## src/vgm_pkg.sv

```systemverilog
`timescale 1ns / 1ps
// ----------------------------------------------------------------------------
// vgm_pkg
// Shared types, constants and helpers of the volume gradient magnitude block.
// ----------------------------------------------------------------------------
package vgm_pkg;

    // default volume limits
    localparam int DEF_MAX_X = 256;
    localparam int DEF_MAX_Y = 256;
    localparam int DEF_MAX_Z = 4096;

    // fixed field widths
    localparam int VOX_W  = 16;
    localparam int WGT_W  = 12;
    localparam int PROD_W = VOX_W + WGT_W;     // weighted difference
    localparam int SUM_W  = 2 * PROD_W + 2;    // sum of three squares
    localparam int ROOT_W = SUM_W / 2;
    localparam int FRAC_W = 8;                 // Q4.8 weight fraction
    localparam int MAG_W  = 16;

    // configuration register indexes
    localparam logic [2:0] REG_SIZE_X   = 3'd0;
    localparam logic [2:0] REG_SIZE_Y   = 3'd1;
    localparam logic [2:0] REG_SIZE_Z   = 3'd2;
    localparam logic [2:0] REG_WEIGHT_X = 3'd3;
    localparam logic [2:0] REG_WEIGHT_Y = 3'd4;
    localparam logic [2:0] REG_WEIGHT_Z = 3'd5;

    // axis codes
    localparam logic [1:0] AX_X = 2'd0;
    localparam logic [1:0] AX_Y = 2'd1;
    localparam logic [1:0] AX_Z = 2'd2;

    // input op codes
    localparam logic OP_VOXEL = 1'b0;
    localparam logic OP_DRAIN = 1'b1;

    typedef struct packed {
        logic             op;
        logic [VOX_W-1:0] voxel;
    } t_in_word;

    typedef struct packed {
        logic [MAG_W-1:0] magnitude;
        logic             last;
    } t_out_word;

    typedef enum logic [11:0] {
        ST_IDLE   = 12'b000000000001,
        ST_WAIT   = 12'b000000000010,
        ST_DECIDE = 12'b000000000100,
        ST_RDM    = 12'b000000001000,
        ST_RDP    = 12'b000000010000,
        ST_DIF    = 12'b000000100000,
        ST_MULW   = 12'b000001000000,
        ST_SQ     = 12'b000010000000,
        ST_RGO    = 12'b000100000000,
        ST_RWAIT  = 12'b001000000000,
        ST_EMIT   = 12'b010000000000,
        ST_WRITE  = 12'b100000000000
    } t_state;

    // size of 0 acts as 1, above the limit acts as the limit
    function automatic logic [31:0] clamp_size(input logic [31:0] v, input logic [31:0] hi);
        logic [31:0] r;
        r = v;
        if (v < 32'd1) r = 32'd1;
        else if (v > hi) r = hi;
        return r;
    endfunction

endpackage

```

## src/vgm_isqrt.sv

```systemverilog
`timescale 1ns / 1ps
// ----------------------------------------------------------------------------
// vgm_isqrt
// Serial integer square root, one result bit per cycle.
// ----------------------------------------------------------------------------
module vgm_isqrt
    import vgm_pkg::*;
(
    input  logic              i_clk,
    input  logic              i_rst_n,
    input  logic              i_start,
    input  logic [SUM_W-1:0]  i_value,
    output logic              o_done,
    output logic [ROOT_W-1:0] o_root
);

    localparam int STEPS = SUM_W / 2;
    localparam int CW    = $clog2(STEPS);

    logic [SUM_W-1:0] r_rem, r_res, r_bit;
    logic [CW-1:0]    r_cnt;
    logic             r_busy, r_done;
    logic [SUM_W-1:0] trial;
    logic             fits;

    // one compare and subtract per step
    assign trial = r_res + r_bit;
    assign fits  = (r_rem >= trial);

    always_ff @(posedge i_clk) begin
        if (!i_rst_n) begin
            r_busy <= 1'b0;
            r_done <= 1'b0;
            r_cnt  <= '0;
        end else begin
            r_done <= 1'b0;
            if (i_start) begin
                r_rem  <= i_value;
                r_res  <= '0;
                r_bit  <= SUM_W'(1) << (SUM_W - 2);
                r_cnt  <= '0;
                r_busy <= 1'b1;
            end else if (r_busy) begin
                if (fits) begin
                    r_rem <= r_rem - trial;
                    r_res <= (r_res >> 1) + r_bit;
                end else begin
                    r_res <= r_res >> 1;
                end
                r_bit <= r_bit >> 2;
                r_cnt <= r_cnt + 1'b1;
                if (r_cnt == CW'(STEPS - 1)) begin
                    r_busy <= 1'b0;
                    r_done <= 1'b1;
                end
            end
        end
    end

    assign o_done = r_done;
    assign o_root = r_res[ROOT_W-1:0];

endmodule

```

## config.mk

```make
export PLATFORM = sky130hd
export DESIGN_NAME = vgm_isqrt
export DESIGN_NICKNAME = d
export VERILOG_FILES = /design/src/vgm_pkg.sv /design/src/vgm_isqrt.sv
export SDC_FILE = /design/constraint.sdc
export NUM_CORES = 1
export LEC_CHECK = 0
export BUFFER_PORTS_ARGS = -buffer_cell sky130_fd_sc_hd__buf_2
export CORE_UTILIZATION = 57
export CTS_CLUSTER_SIZE = 16
export DETAILED_ROUTE_END_ITERATION = 10
export GPL_ROUTABILITY_DRIVEN = 1
export HOLD_SLACK_MARGIN = 0.15
export PLACE_DENSITY_LB_ADDON = 0.3
export SYNTH_ARGS = -nofsm -noshare
export SYNTH_HDL_FRONTEND = slang
export SYNTH_SLANG_ARGS = --single-unit
```

## constraint.sdc

```tcl
create_clock -name i_clk -period 8.83 [get_ports i_clk]
set_clock_uncertainty 0.05 [all_clocks]
set_input_delay 0.883 -clock i_clk [delete_from_list [all_inputs] [get_ports i_clk]]
set_output_delay 0.883 -clock i_clk [all_outputs]
set_load 0.01 [all_outputs]
```

* Yosys cells after proc, flatten, opt, wreduce, memory -nomap -nowiden *
Cells that the tools add are included.

operators by class
  $add $sub $neg = 4
  $mul = 0
  divide/modulo/power cells = 0
  order comparisons = 1
  equal/unequal tests = 1
  shift operators = 0
  multiplexer cells = 10
  bitwise gates (word level) = 2
  reductions and logical operators = 6

operators with widths
  operator               number
  $mux W58               5
  $add A57 B57 Y58       1
  $add A58 B57 Y58       1
  $ge A58 B58 Y1         1
  $sub A58 B58 Y58       1
  $mux W57               1
  $add A5 B1 Y5 const B  1
  $eq A5 B5 Y1 const B   1
  $mux W1                4
  $reduce_bool A2 Y1     2
  $reduce_and A3 Y1      1
  $reduce_or A3 Y1       1
  $not A1 Y1             2
  $reduce_and A2 Y1      1
  $reduce_or A2 Y1       1

word-level totals
  flip-flop bits (word level) = 152
  bits in latches = 0
  RAM bits = 0
  memory bits (read-only) = 0
  input port bits = 61
  output and inout port bits = 30
  logic and storage cells = 30
  memories kept = 0

* Logic depth before layout (Yosys ltp) *
  word-level depth = 5
  depth in mapped cells = 26
  gate-level depth less buffers = 21

* Worst setup path before layout *
OpenSTA, ideal clock, no wires.

  path type = reg2reg
  start = register r_res[2]
  end = register r_rem[0], enable pin
  library setup time = 562 ps
  arrival = 9049 ps
  required time = 8218 ps
  setup slack = -832 ps
  stages on the path, launching flop included = 23
  path buffers = 4
  period minus slack after synthesis = 9662 ps
  cell sequence = edfxtp_1 > ha_1 > a31oi_1 > a211oi_1 > a2111oi_0 > o21ai_1 > a21oi_2 > o21ai_1 > a41o_1 > a21oi_1 > xor2_1 > ha_1 > buf_2 > and3_1 > clkbuf_1 > nand3_1 > nor3_1 > nand4_1 > o211ai_1 > nor2_1 > buf_2 > clkbuf_1 > a21boi_0

between the ends
  longest elaborated chain between the ends = 4

ends and longest elaborated chain
  element                              RTL line         RTL
  from (decl)                          vgm_isqrt.sv:20  logic [SUM_W-1:0] r_rem, r_res, r_bit;
  from (signal assigned)               vgm_isqrt.sv:46  r_res <= (r_res >> 1) + r_bit;
  from (signal assigned)               vgm_isqrt.sv:48  r_res <= r_res >> 1;
  $add A58 B57 Y58                     vgm_isqrt.sv:27  assign trial = r_res + r_bit;
  $ge A58 B58 Y1                       vgm_isqrt.sv:28  assign fits = (r_rem >= trial);
  $reduce_bool A2 Y1 (no source line)  -
  $reduce_and A3 Y1 (no source line)   -
  to (signal assigned)                 vgm_isqrt.sv:38  r_rem <= i_value;
  to (signal assigned)                 vgm_isqrt.sv:45  r_rem <= r_rem - trial;
  to (decl)                            vgm_isqrt.sv:20

Every way passes these cells.
A chain may end at the register's enable or synchronous reset.

* Worst setup path after layout *
  start = register r_res[8]
  end = register r_res[3], data pin

between the ends
  longest elaborated chain between the ends = 4

ends and longest elaborated chain
  element           RTL line         RTL
  $add A58 B57 Y58  vgm_isqrt.sv:27
  $ge A58 B58 Y1    vgm_isqrt.sv:28
  $mux W58          vgm_isqrt.sv:44  if (fits) begin
  $mux W58          vgm_isqrt.sv:43  end else if (r_busy) begin

Every way passes these cells. The select of a mux whose other input is x is not followed.

==> flow_metrics.py <==
metrics = {
    "critical_path": {
        "worst-path-buf-inv": 1,
        "required_ps": 8980,
        "crit_path_max_fanout": 40,
        "crit_start": "r_res[8]",
        "critPathSlowestCell": "or2_2",
        "timing.rr.start": "r_res[8]",
        "cpPeakStageDelay_ps": 800,
        "arrival_ps": 7120,
        "crit_chain": "ha_1 > and4_1 > a2111oi_2 > o21ai_1 > a21oi_2 > o21ai_1 > a41o_1 > a21oi_1 > xor2_1 > ha_1 > nand2_1 > nor2_1 > nand3b_1 > nor3_1 > nand4_1 > o211ai_1 > or2_2 > buf_4 > a21boi_1 > o21a_1",
        "setup.worst_path.end_class": "flip-flop",
        "critPathKind": "flip-flop to flip-flop",
        "r2r_setup_slack_ps": 1850,
        "cp_top_family": "compound AO/OA/AOI/OAI gates",
        "startpoint_type": "flip-flop",
    },
    "pwr": {
        "ir_drop_mv": 0.144,
        "pwr-share-clk_pct": 22.6,
        "swShare_pct": 43.0,
        "p_switching_uw": 1440,
        "combPwrFrac_pct": 47.0,
        "powerDensity_nw_per_um2": 216,
        "leakagePower_uw": 0.00598,
        "p_int_uw": 1900,
        "p_seq_share_pct": 30.4,
    },
    "final_layout": {
        "mostFrequentLayoutCell": "nand2_1",
        "fin_nets": 1870,
        "drive_gt1_share_pct": 11.3,
        "multiInputGateArea_um2": 9270,
        "area_growth_pct": 7.96,
        "diodes": 0,
        "fill_cells": 2176,
        "final_util_pct": 63.0,
        "final_cell_mix": "197 x nand2_1, 154 x nor2_1, 145 x edfxtp_1, 137 x o21ai_0, 117 x ha_1",
        "register_area_um2": 4490,
    },
    "grt": {
        "antenna_found_initial": 0,
        "grt_max_degree": 84,
        "first_global_vias": 12300,
        "gr-total-overflow": 0,
        "grt_pass1_wl_um": 63700,
        "grt.total_usage_pct": 30.9,
    },
    "synth": {
        "ys_ff_latch": 152,
        "synth_flop_cell": "edfxtp_1",
        "ys_types": 77,
        "synth_edf_count": 145,
        "seq_area_frac_synth_pct": 31.5,
        "yosys-top-cells-area": "edfxtp_1 30%, ha_1 11%, nand2_1 5.2%",
        "synthesis.area_um2": 14300,
        "yosysTopAreaCell": "edfxtp_1",
        "yosys_warnings": 0,
        "synth_top_area_share_pct": 30.5,
        "synthCells": 1674,
        "synth.avg_cell_area_um2": 8.53,
        "synthArstFlopShare_pct": 0,
        "syn-num-nets": 1856,
    },
    "clock_tree": {
        "clk_pin_slew_worst_paths_ps": 80,
        "clockRootBuffer": "clkbuf_16",
        "clk_path_buf_depth": 2,
        "cts_tree": "yes",
        "holdBufCountCts": 0,
        "h-tree-depth": 4,
        "clock-sinks": 152,
        "numCtsBuffers": 17,
        "post_cts_resized": 0,
        "cts_setup_buffers": 0,
        "clock_latency_ps": 440,
    },
    "timing": {
        "slew_headroom_pct": 37.6,
        "final_max_slew_viol_count": 0,
        "finalSetupViolCount": 0,
        "tightest_slew_ps": 936,
        "fmax_ghz": 0.143,
        "final-hold-violation-count": 0,
        "fin_ws_ps": 1850,
        "timing.hold.ws_ps": 447,
        "fin_crit_sh_pct": 79.0,
        "fin_crit_ps": 6980,
        "rsz0062_at_grt": "no",
    },
    "floorplanning": {
        "die_h_um": 160,
        "initial_core_util_pct": 58.4,
        "top_level_ports": 91,
        "rows": 57,
        "core_area_um2": 24500,
        "chipWidth_um": 160,
        "dieArea_um2": 25700,
    },
    "placed_design": {
        "port_buffers": 90,
        "hpwl_um": 30300,
        "pre_cts_ws_ps": 2100,
        "place_congestion": 0.963,
    },
    "worst_hold_path": {
        "min_from": "r_cnt[4]",
        "hp-class": "flip-flop to flip-flop",
    },
    "detailed_routing": {
        "drc": 0,
        "ant_nets": 0,
        "vias": 13000,
        "first_iter_violations": 1059,
        "routedWlPerCell_um": 19.7,
        "routed_via_density": 6.40,
        "wl_um": 39800,
        "drt-pass1-iter-count": 5,
    },
    "job": {
        "cap_viol_max_count": 0,
    },
    "status": {
        "status": "completed",
    },
}
tightest hold or removal path, stage by stage, from the launching register on:
cell     delay [ps]
dfxtp_1         330
nand4_1          90
nor3_1           50
layout make-up:
type                            instances  area share, %
Clock buffer                           17           2.76
Inverter                               34          0.828
Tap cell                              324           2.63
Timing Repair Buffer                   98           3.35
Multi-Input combinational cell       1385           60.1
Clock inverter                         15           1.16
Sequential cell                       152           29.2
stage by stage:
step                cells  TNS [ps]  cell area, um2  power [uW]
global route         2025         0           15400        3520
CTS                  2025         0           15400        3320
floorplan            1674    -11890           14400        2220
finish               2025         0           15400        3340
detailed placement   1993         0           14800        2560
global placement     1993         0           14800        2540
kinds of logic after synthesis:
group | Yosys count | share of synthesized area, %
and+or+nand+nor | 561 | 18.3
AOI/OAI and AO/OA | 546 | 25.1
DFF | 152 | 31.5
xor gates and xnor gates | 144 | 8.83
buffers and inverters | 137 | 4.71
adders and majority gates | 121 | 10.7
muxes | 13 | 0.964
power by group through the flow:
| stage | clock, uW | sequential [uW] | combinational, uW |
|---|---|---|---|
| 4_1_cts | 759 | 1010 | 1550 |
| 2_1_floorplan | 0 | 987 | 1230 |
| 3_5_place_dp | 0 | 1030 | 1540 |
| 5_1_grt | 780 | 1020 | 1720 |
| 6_report | 753 | 1010 | 1570 |
| 3_3_place_gp | 0 | 1030 | 1510 |
layer usage:
metal	vias to the layer above	GRT usage (%)	wire, um
met5	-	0	0
met4	0	12.6	1380
met3	83	3.32	2140
met2	462	54.0	19300
met1	6156	38.9	17000
li1	6249	-	-
path summary, 6_finish.rpt:
kind,endpoint,cells past startpoint
worst max-delay path,r_res[3],20
worst min-delay path,o_done,2
worst max register to register,r_res[3],20
worst min register to register,o_done,2
state kept, by name, indices dropped and copies added, names as in the netlist:
signal / cells
r_cnt: 5
o_done: 1
r_busy: 1
r_bit: 29
r_rem: 58
r_res: 58
synthesized netlist by cell type (all sizes together), types with 8 or more instances:
cell type  count
a211oi        49
a21boi         8
a21o          47
a21oi        115
a31o          15
a31oi         51
and3          12
buf           44
clkbuf        59
edfxtp       145
ha           120
inv           33
nand2        197
nand3         21
nand4         43
nor2         155
nor2b         43
nor3          32
o21a          23
o21ai        145
o21bai        29
o22ai          9
or3           16
xnor2         61
xor2          83
Power figures use the tool's default switching activity.
